**config.mk**
```make
export PLATFORM = sky130hd
export DESIGN_NAME = ibwf_div
export DESIGN_NICKNAME = d
export VERILOG_FILES = /design/src/hdl/ibwf_pkg.sv /design/src/hdl/ibwf_div.sv
export SDC_FILE = /design/constraint.sdc
export NUM_CORES = 1
export LEC_CHECK = 0
export BUFFER_PORTS_ARGS = -buffer_cell sky130_fd_sc_hd__buf_2
export CORE_MARGIN = 2
export CORE_UTILIZATION = 39
export CTS_CLUSTER_DIAMETER = 100
export DETAILED_ROUTE_END_ITERATION = 12
export PLACE_DENSITY = 0.69
export SLEW_MARGIN = 25
export SYNTH_ARGS = -nofsm -noshare
export SYNTH_HDL_FRONTEND = slang
export SYNTH_SLANG_ARGS = --single-unit
export TNS_END_PERCENT = 1
```
**constraint.sdc**
```tcl
create_clock -name clk -period 2.42 [get_ports clk]
set_input_delay 0.484 -clock clk [delete_from_list [all_inputs] [get_ports clk]]
set_output_delay 0.484 -clock clk [all_outputs]
set_load 0.05 [all_outputs]
```
**src/hdl/ibwf_pkg.sv**
```systemverilog
// Shared types and constants for the ink-bleed window filter.
package ibwf_pkg;
  localparam int MAX_RADIUS_D = 4;
  localparam int MAX_WIDTH_D  = 1024;
  localparam int MAX_HEIGHT_D = 4096;
  localparam int INK_THRESHOLD = 128;
  localparam int ALPHA_CAP     = 40;
  localparam int ALPHA_FULL    = 255;

  localparam logic [1:0] REG_WIDTH  = 2'd0;
  localparam logic [1:0] REG_HEIGHT = 2'd1;
  localparam logic [1:0] REG_RADIUS = 2'd2;

  // Bleed alpha for radius r: min(40, 255 / (2r)).
  function automatic logic [7:0] bleed_alpha(input logic [3:0] r);
    logic [7:0] al;
    case (r)
      4'd1: al = 8'd127;
      4'd2: al = 8'd63;
      4'd3: al = 8'd42;
      4'd4: al = 8'd31;
      4'd5: al = 8'd25;
      4'd6: al = 8'd21;
      4'd7: al = 8'd18;
      4'd8: al = 8'd15;
      default: al = 8'd0;
    endcase
    return (al < 8'(ALPHA_CAP)) ? al : 8'(ALPHA_CAP);
  endfunction

  // Control between sequencer and divider.
  typedef struct packed {
    logic start;
    logic busy;
  } div_ctl_t;
endpackage

```
**src/hdl/ibwf_div.sv**
```systemverilog
// Restoring divider shared by the three color channels, one quotient bit a cycle.
module ibwf_div
  import ibwf_pkg::*;
#(
  parameter int NW = 16,
  parameter int DW = 8,
  parameter int QW = 8
) (
  input  logic          clk,
  input  logic          rst_n,
  input  logic          start,
  input  logic [NW-1:0] num,
  input  logic [DW-1:0] den,
  output logic          done,
  output logic [QW-1:0] quot
);
  localparam int CW = $clog2(NW + 1);
  logic [NW-1:0] q_r;
  logic [DW:0]   rem_r;
  logic [CW-1:0] cnt_r;
  logic          busy_r;
  logic [DW:0]   trial;
  logic [DW+1:0] diff;

  always_comb begin
    trial = {rem_r[DW-1:0], q_r[NW-1]};
    diff  = {1'b0, trial} - {2'b0, den};
  end

  // Shift, try subtract, keep on success
  always_ff @(posedge clk) begin
    if (!rst_n) begin
      busy_r <= 1'b0;
      done   <= 1'b0;
      cnt_r  <= '0;
    end else begin
      done <= 1'b0;
      if (start) begin
        q_r    <= num;
        rem_r  <= '0;
        cnt_r  <= CW'(NW);
        busy_r <= 1'b1;
      end else if (busy_r) begin
        if (!diff[DW+1]) begin
          rem_r <= diff[DW:0];
          q_r   <= {q_r[NW-2:0], 1'b1};
        end else begin
          rem_r <= trial;
          q_r   <= {q_r[NW-2:0], 1'b0};
        end
        cnt_r <= cnt_r - 1'b1;
        if (cnt_r == CW'(1)) begin
          busy_r <= 1'b0;
          done   <= 1'b1;
        end
      end
    end
  end

  assign quot = q_r[QW-1:0];
endmodule

```
==> results of run 1 <==
[how the worst min path moves through the flow]
stage              from  endpoint  slack (ns)  cells after the start
2_1_floorplan  cnt_r[1]  cnt_r[1]        0.47                      2
3_3_place_gp   cnt_r[1]  cnt_r[1]        0.49                      2
3_5_place_dp   cnt_r[1]  cnt_r[1]        0.50                      2
4_1_cts           rst_n  cnt_r[4]        0.48                      2
5_1_grt         num[13]   q_r[13]        0.50                      2
6_report          rst_n  cnt_r[4]        0.49                      2
[state kept, by name, summed over array words and instances, names as in the netlist]
register,flops
rem_r,8
done,1
busy_r,1
q_r,16
cnt_r,5
[kinds of logic (layout without fill, tap and decap cells)]
family          after synthesis  count (layout)  synth area share, %
flops                        31              31                 48.7
compound gates               27              27                 11.9
mux                          17              17                 10.7
simple gates                 32              32                 9.42
fa+ha+maj                    11              11                 8.22
xor+xnor                      7               7                 3.47
buf+inv                      25              58                 7.58
[worst reg2reg max path: stages (launching register included)]
cell      delay [ns]
edfxtp_1        0.40
ha_1            0.37
a21oi_2         0.16
o21a_1          0.16
nor3b_2         0.37
buf_4           0.23
nor2b_1         0.06
a211oi_1        0.20
[power by group]
group,total [mW],switching (mW),internal (mW)
registers,0.646,0.0212,0.625
clock network,0.404,0.177,0.227
logic,0.289,0.163,0.126
[routing by layer]
layer | part of all wire [%] | track usage, % | vias up
li1 | - | - | 599
met1 | 46 | 16.0 | 550
met2 | 48 | 21.0 | 21
met3 | 4.6 | 4.92 | 5
met4 | 1.6 | 4.82 | 0
met5 | 0 | 0 | -
[per-stage QoR]
step	hold WS [ns]	power [mW]	utilization, %	std cells	area [um^2]
global route	0.498	1.42	46.6	235	2030
global placement	0.489	0.946	44.5	227	1940
detailed placement	0.501	0.949	44.5	227	1940
finish	0.494	1.34	46.6	235	2030
floorplan	0.469	0.889	-	150	1770
CTS	0.484	1.36	46.6	235	2030
[placed cells by master (no fill, tap or decap), drive strengths merged, types with 5 or more instances in the layout]
cell,n
buf,37
clkbuf,7
a21oi,6
edfxtp,24
o21a,5
ha,10
inv,13
mux2,15
nor2,11
nand2,5
dfxtp,7
[final cells by class]
| class | instances | area [um^2] |
|---|---|---|
| repair buffers | 37 | 190 |
| multi-input cells | 94 | 772 |
| fillers | 395 | 2330 |
| clock inverters | 1 | 3.75 |
| flip-flops and latches | 31 | 861 |
| clock buffers | 7 | 86.3 |
| inverters | 13 | 48.8 |
| well taps | 52 | 65.1 |
==> impl_metrics.yaml, run 1 <==
placement:
  place_hpwl_um: 2240
  portBuffers: 35
  place_worst_setup_slack_ns: 0.105
  routabilityCongestion: 0.792
critical_path:
  worst-setup-path-type: "flop to flop"
  worstReg2RegEnd: "rem_r[0]"
  rr_worst_depth: 7
  cp_num_cells: 7
  path_cells: "ha_1 > a21oi_2 > o21a_1 > nor3b_2 > buf_4 > nor2b_1 > a211oi_1"
  worstPathArrival_ns: 2.22
  crit_fanout: 8
  cp-start-kind: "flop"
  crit_buf_inv: 1
  critPathTopFamily: "compound AO/OA/AOI/OAI gates"
  crit_end: "rem_r[0]"
  required_ns: 2.53
  cp_slowest_cell: "edfxtp_1"
  rrSetupSlack_ns: 0.31
  cp-end-kind: "flop"
  r2r_start: "rem_r[5]"
  startpoint: "rem_r[5]"
  crit_path_max_incr_delay_ns: 0.40
clocking:
  clk_pin_slew_ns: 0.06
  cts_tree: "built"
  cts_root_buffer: "clkbuf_8"
  cts_max_level: 2
  cts_hold_buf: 0
  cts_setup_buffers: 0
  numCtsBuffers: 5
  clockBufferDepth: 2
  cts.sinks: 31
  cts-resized-gates: 0
  worstSkewPairLatency_ns: 0.28
synthesis:
  yosysMostFrequentCell: "edfxtp_1"
  synth_top_area_cell: "edfxtp_1"
  synth.cell_area_um2: 1770
  yosysWarnings: 0
  syn_area_per_cell_um2: 11.8
  synth_edf_count: 24
  syn-num-nets: 188
  async_flop_share_pct: 0
  syn_inst: 150
  synth_seq_cells: 31
  synth_top_area_share_pct: 40.8
  synth.area.top_cells: "edfxtp_1 41%, mux2_2 9.6%, dfxtp_1 7.9%"
  ys_seq_area_share_pct: 48.7
  synth_cell_types: 35
  ys.flop_type: "edfxtp_1"
  yosys-top-cells-count: "24 x edfxtp_1, 15 x mux2_2, 13 x inv_1"
routing:
  first_pass_iters: 2
  totalWireLength_um: 2970
  routed_via_density: 5.00
  wire_per_inst_um: 12.6
  drc: 0
  ant_nets: 0
  drt_iter0_markers: 23
  vias: 1175
timing:
  fin_setup_tns_ns: 0
  min_period_ns: 2.11
  slew_viol_final: 0
  finalSetupViolCount: 0
  report.final.hold_viol_count: 0
  rsz0062_at_grt: "false"
  finalCritPeriodShare_pct: 87.1
  finClkSkew_ns: 0.00281
  worst_slew_pin_slew_ns: 0.532
  maxSlewHeadroom_pct: 64.5
  fin_ws_ns: 0.311
  max_freq_ghz: 0.474
power_and_ir_drop:
  leakagePower_nw: 0.833
  power_density_nw_per_um2: 661
  ir_drop_mv: 0.450
die:
  num_rows: 24
  fp.dieH_um: 71.3
  start_util_pct: 40.6
  io_pins: 36
  core-area_um2: 4350
  die_area_um2: 5080
  die_x_um: 71.3
global_routing:
  track_usage_pct: 13.0
  grt_pass1_vias: 1139
  grt_pass1_wl_um: 5040
  overflow: 0
  grt_max_degree: 26
  antenna_found_initial: 0
final_layout:
  drive_gt1_share_pct: 35.0
  diodes: 0
  finalNetCount: 220
  areaGrowthSynthToFinish_pct: 14.7
status:
  status: "finished, final reports clean"
flow_run:
  maxCapViolCount: 0
worst_hold_path:
  hold_class: "primary input to flop"
No activity file was read; power rests on OpenSTA's default activity.
==> run 2, diff against run 1 <==
--- a/config.mk
+++ b/config.mk
@@ -6,11 +6,13 @@
 export NUM_CORES = 1
 export LEC_CHECK = 0
 export BUFFER_PORTS_ARGS = -buffer_cell sky130_fd_sc_hd__buf_2
+export CELL_PAD_IN_SITES_DETAIL_PLACEMENT = 0
+export CELL_PAD_IN_SITES_GLOBAL_PLACEMENT = 1
 export CORE_MARGIN = 2
 export CORE_UTILIZATION = 39
 export CTS_CLUSTER_DIAMETER = 100
 export DETAILED_ROUTE_END_ITERATION = 12
-export PLACE_DENSITY = 0.69
+export PLACE_DENSITY = 0.82
 export SLEW_MARGIN = 25
 export SYNTH_ARGS = -nofsm -noshare
 export SYNTH_HDL_FRONTEND = slang
==> run 2 against run 1 <==
  * First-iteration DRC count rose by 140%
  * Combinational power about the same
  * Sequential share of layout area up 0.21 points
  * Sequential power about the same
  * Clock skew increased by 0.00088 ns
  * Worst setup slack better by 0.032 ns
  * Cell area is 0.49% lower
==> impl_metrics.yaml, run 2 (synthesis gave the netlist of run 1 again) <==
timing:
  whs_ns: 0.499
  rsz0062_at_grt: "false"
  fin_ws_ns: 0.343
  min_period_ns: 2.08
  finalCritPeriodShare_pct: 85.8
  worst_slew_pin_slew_ns: 0.518
  max_freq_ghz: 0.481
  fin_setup_tns_ns: 0
  slew_viol_final: 0
  finalSetupViolCount: 0
  maxSlewHeadroom_pct: 65.5
  finClkSkew_ns: 0.00369
  report.final.hold_viol_count: 0
critical_path:
  cp-end-kind: "flop"
  required_ns: 2.52
  worstPathArrival_ns: 2.18
  crit_fanout: 9
  cp-start-kind: "flop"
  worst-setup-path-type: "flop to flop"
  rrSetupSlack_ns: 0.34
final_layout:
  finalNetCount: 220
  drive_gt1_share_pct: 34.4
  areaGrowthSynthToFinish_pct: 14.2
  layout.cells.most_common: "buf_2"
  largest_register_ffs: 16
  reg.largest.list: "q_r x16, rem_r x8, cnt_r x5"
  fillers: 404
  fin_cells: 235
  max_flop_register: "q_r"
  diodes: 0
  layout_common_cells: "35 x buf_2, 24 x edfxtp_1, 15 x mux2_2, 13 x inv_1, 11 x nor2_1"
routing:
  totalWireLength_um: 3110
  vias: 1200
  first_pass_iters: 6
  drt_iter0_markers: 55
  routed_via_density: 5.11
  drc: 0
  ant_nets: 0
  wire_per_inst_um: 13.2
placement:
  place_hpwl_um: 2370
  dp_cells: 227
  place_worst_setup_slack_ns: 0.170
  portBuffers: 35
  routabilityCongestion: 0.824
status:
  status: "finished, final reports clean"
global_routing:
  track_usage_pct: 13.4
  overflow: 0
  grt_max_degree: 26
  antenna_found_initial: 0
  grt_pass1_wl_um: 5320
  grt_pass1_vias: 1226
power_and_ir_drop:
  power_density_nw_per_um2: 650
  leakagePower_nw: 0.828
  ir_drop_mv: 0.381
die:
  die_x_um: 71.3
  io_pins: 36
  fp.dieH_um: 71.3
  num_rows: 24
  start_util_pct: 40.6
  core-area_um2: 4350
  die_area_um2: 5080
clocking:
  cts_setup_buffers: 0
  cts_hold_buf: 0
  clockBufferDepth: 2
  numCtsBuffers: 5
  cts_max_level: 2
  worstSkewPairLatency_ns: 0.28
  cts.sinks: 31
  cts-resized-gates: 0
  clk_pin_slew_ns: 0.06
  cts_root_buffer: "clkbuf_8"
  cts_tree: "built"
flow_run:
  maxCapViolCount: 0
worst_hold_path:
  hold_class: "flop to flop"
run 2: cell types whose count changed in the layout (fill, tap and decap cells not counted), sizes merged:
cell,delta
clkbuf,-1
clkinv,+1
run 2: routing by layer:
layer	track usage, %	vias up	share of wire [%]
met5	0	-	0
met2	22.8	31	50
met3	4.50	6	5.8
li1	-	595	-
met4	4.40	0	1.4
met1	15.8	568	42
run 2: per-stage QoR:
step | util [%] | area, um^2 | power, mW
final | 46.3 | 2020 | 1.31
after global routing | 46.3 | 2020 | 1.38
after CTS | 46.3 | 2020 | 1.33
after detailed placement | 44.5 | 1940 | 0.950
after global placement | 44.5 | 1940 | 0.941
after floorplan | - | 1770 | 0.889
run 2: area by class of cell:
cell class              instances  area (um^2)  area share (%)
flip-flops and latches         31          861            42.7
multi-input cells              94          772            38.3
repair buffers                 37          190            9.43
clock buffers                   6         72.6            3.60
well taps                      52         65.1            3.23
inverters                      13         48.8            2.42
clock inverters                 2         7.51           0.372
run 2: worst max-delay path, cell delays in order, from the launching register on:
cell and delay [ns]:
edfxtp_1 0.41, ha_1 0.36, a21oi_2 0.15, o21a_1 0.16, nor3b_2 0.32, buf_4 0.23
nor2b_1 0.06, a211oi_1 0.20
run 2: worst paths after layout:
check	from	endpoint	depth (start not counted)
setup reg to reg	rem_r[5]	rem_r[0]	7
hold reg to reg	cnt_r[1]	cnt_r[1]	2
setup / recovery	rem_r[5]	rem_r[0]	7
hold / removal	cnt_r[1]	cnt_r[1]	2
run 2: power by group:
group          switching, mW  internal (mW)
sequential            0.0211          0.625
clock                  0.178          0.196
combinational          0.165          0.126
==> run 3, diff against run 2 <==
==> constraint.sdc (replaced) <==
create_clock -name clk -period 2.6 [get_ports clk]
set_input_delay 0.52 -clock clk [delete_from_list [all_inputs] [get_ports clk]]
set_output_delay 0.52 -clock clk [all_outputs]
set_load 0.05 [all_outputs]
==> run 3 against run 2 <==
  * Critical path depth is the same
  * Worst setup slack gained 0.13 ns
  * Clock power grew 19%
  * Sequential cell count is the same
  * Combinational power shrank 7.5%
  * Fmax shrank 2.3%
  * Total power grew 0.29%
  * Via count shrank 2.3%
  * Critical endpoint unchanged
==> impl_metrics.yaml, run 3 (synthesis gave the netlist of run 1 again) <==
clocking:
  clk_pin_slew_ns: 0.06
  cts_setup_buffers: 0
  worstSkewPairLatency_ns: 0.27
  cts_hold_buf: 0
  cts.sinks: 31
  cts_tree: "built"
  cts-resized-gates: 0
  clockBufferDepth: 2
  cts_max_level: 2
  numCtsBuffers: 5
  cts_root_buffer: "clkbuf_8"
critical_path:
  required_ns: 2.69
  r2r_start: "rem_r[5]"
  cp-start-kind: "flop"
  cp-end-kind: "flop"
  worstPathArrival_ns: 2.22
  crit_fanout: 9
  startpoint: "rem_r[5]"
  worst-setup-path-type: "flop to flop"
die:
  io_pins: 36
  die_x_um: 71.3
  fp.dieH_um: 71.3
  start_util_pct: 40.6
  num_rows: 24
  die_area_um2: 5080
  core-area_um2: 4350
timing:
  whs_ns: 0.501
  slew_viol_final: 0
  finalCritPeriodShare_pct: 81.8
  rsz0062_at_grt: "false"
  fin_setup_tns_ns: 0
  finalSetupViolCount: 0
  report.final.hold_viol_count: 0
  finClkSkew_ns: 0.00642
  max_freq_ghz: 0.470
  worst_slew_pin_slew_ns: 0.530
  min_period_ns: 2.13
  maxSlewHeadroom_pct: 64.7
routing:
  vias: 1173
  drc: 0
  first_pass_iters: 4
  totalWireLength_um: 3090
  routed_via_density: 5.01
  drt_iter0_markers: 57
  ant_nets: 0
  wire_per_inst_um: 13.2
placement:
  place_hpwl_um: 2370
  portBuffers: 35
  routabilityCongestion: 0.845
final_layout:
  reg.largest.list: "q_r x16, rem_r x8, cnt_r x5"
  drive_gt1_share_pct: 35.2
  post-route-util_pct: 46.8
  largest_register_ffs: 16
  finalNetCount: 220
  max_flop_register: "q_r"
  layout.cells.most_common: "buf_2"
  areaGrowthSynthToFinish_pct: 15.4
  layout_common_cells: "35 x buf_2, 24 x edfxtp_1, 15 x mux2_2, 13 x inv_1, 11 x nor2_1"
  diodes: 0
global_routing:
  grtUsageMet2_pct: 23.0
  overflow: 0
  track_usage_pct: 13.4
  busiest_layer: "met2"
  grt_use_met3_pct: 3.94
  antenna_found_initial: 0
  grt_pass1_wl_um: 5380
  grt_pass1_vias: 1205
  grt_max_degree: 26
  use_met1_pct: 16.1
worst_hold_path:
  hp-start: "cnt_r[1]"
  hold_class: "flop to flop"
power_and_ir_drop:
  leakagePower_nw: 0.839
  power_density_nw_per_um2: 645
  ir_drop_mv: 0.484
flow_run:
  maxCapViolCount: 0
status:
  status: "finished, final reports clean"
## run 3: cell types whose count changed in the layout (fill, tap and decap cells not counted), sizes merged
cell,before,now
bufinv,0,1
clkinv,2,0
## run 3: final cells by class
type,count,area (um^2)
well taps,52,65.1
inverters,13,48.8
clock buffers,6,72.6
flip-flops and latches,31,861
repair buffers,37,190
multi-input cells,94,772
clock inverters,1,30.0
fillers,393,2310
## run 3: path summary, 6_finish.rpt
check,slack (ns),to,depth (start not counted)
min,0.50,cnt_r[1],2
max,0.47,rem_r[0],7
max reg2reg,0.47,rem_r[0],7
min reg2reg,0.50,cnt_r[1],2
## run 3: per-layer routing
layer	up-vias	share of wire, %
met4	0	0.55
met3	2	5.6
met5	-	0
li1	600	-
met1	540	43
met2	31	51
## run 3: stage by stage
| step | area [um^2] | power [mW] | instances | setup slack [ns] |
|---|---|---|---|---|
| final | 2040 | 1.32 | 234 | 0.473 |
| after global routing | 2040 | 1.38 | 234 | 0.291 |
| after CTS | 2040 | 1.33 | 234 | 0.484 |
| after detailed placement | 1940 | 0.884 | 227 | 0.276 |
| after global placement | 1940 | 0.875 | 227 | 0.353 |
| after floorplan | 1770 | 0.828 | 150 | 0.582 |
## run 3: report_power, final
| group | internal (mW) | switching [mW] |
|---|---|---|
| clock | 0.280 | 0.163 |
| sequential | 0.582 | 0.0199 |
| combinational | 0.117 | 0.153 |
## run 3: critical path: stages, from the launching register on
cell      delay [ns]
edfxtp_1        0.41
ha_1            0.37
a21oi_2         0.16
o21a_1          0.17
nor3b_2         0.34
buf_4           0.24
nor2b_1         0.06
a211oi_1        0.21
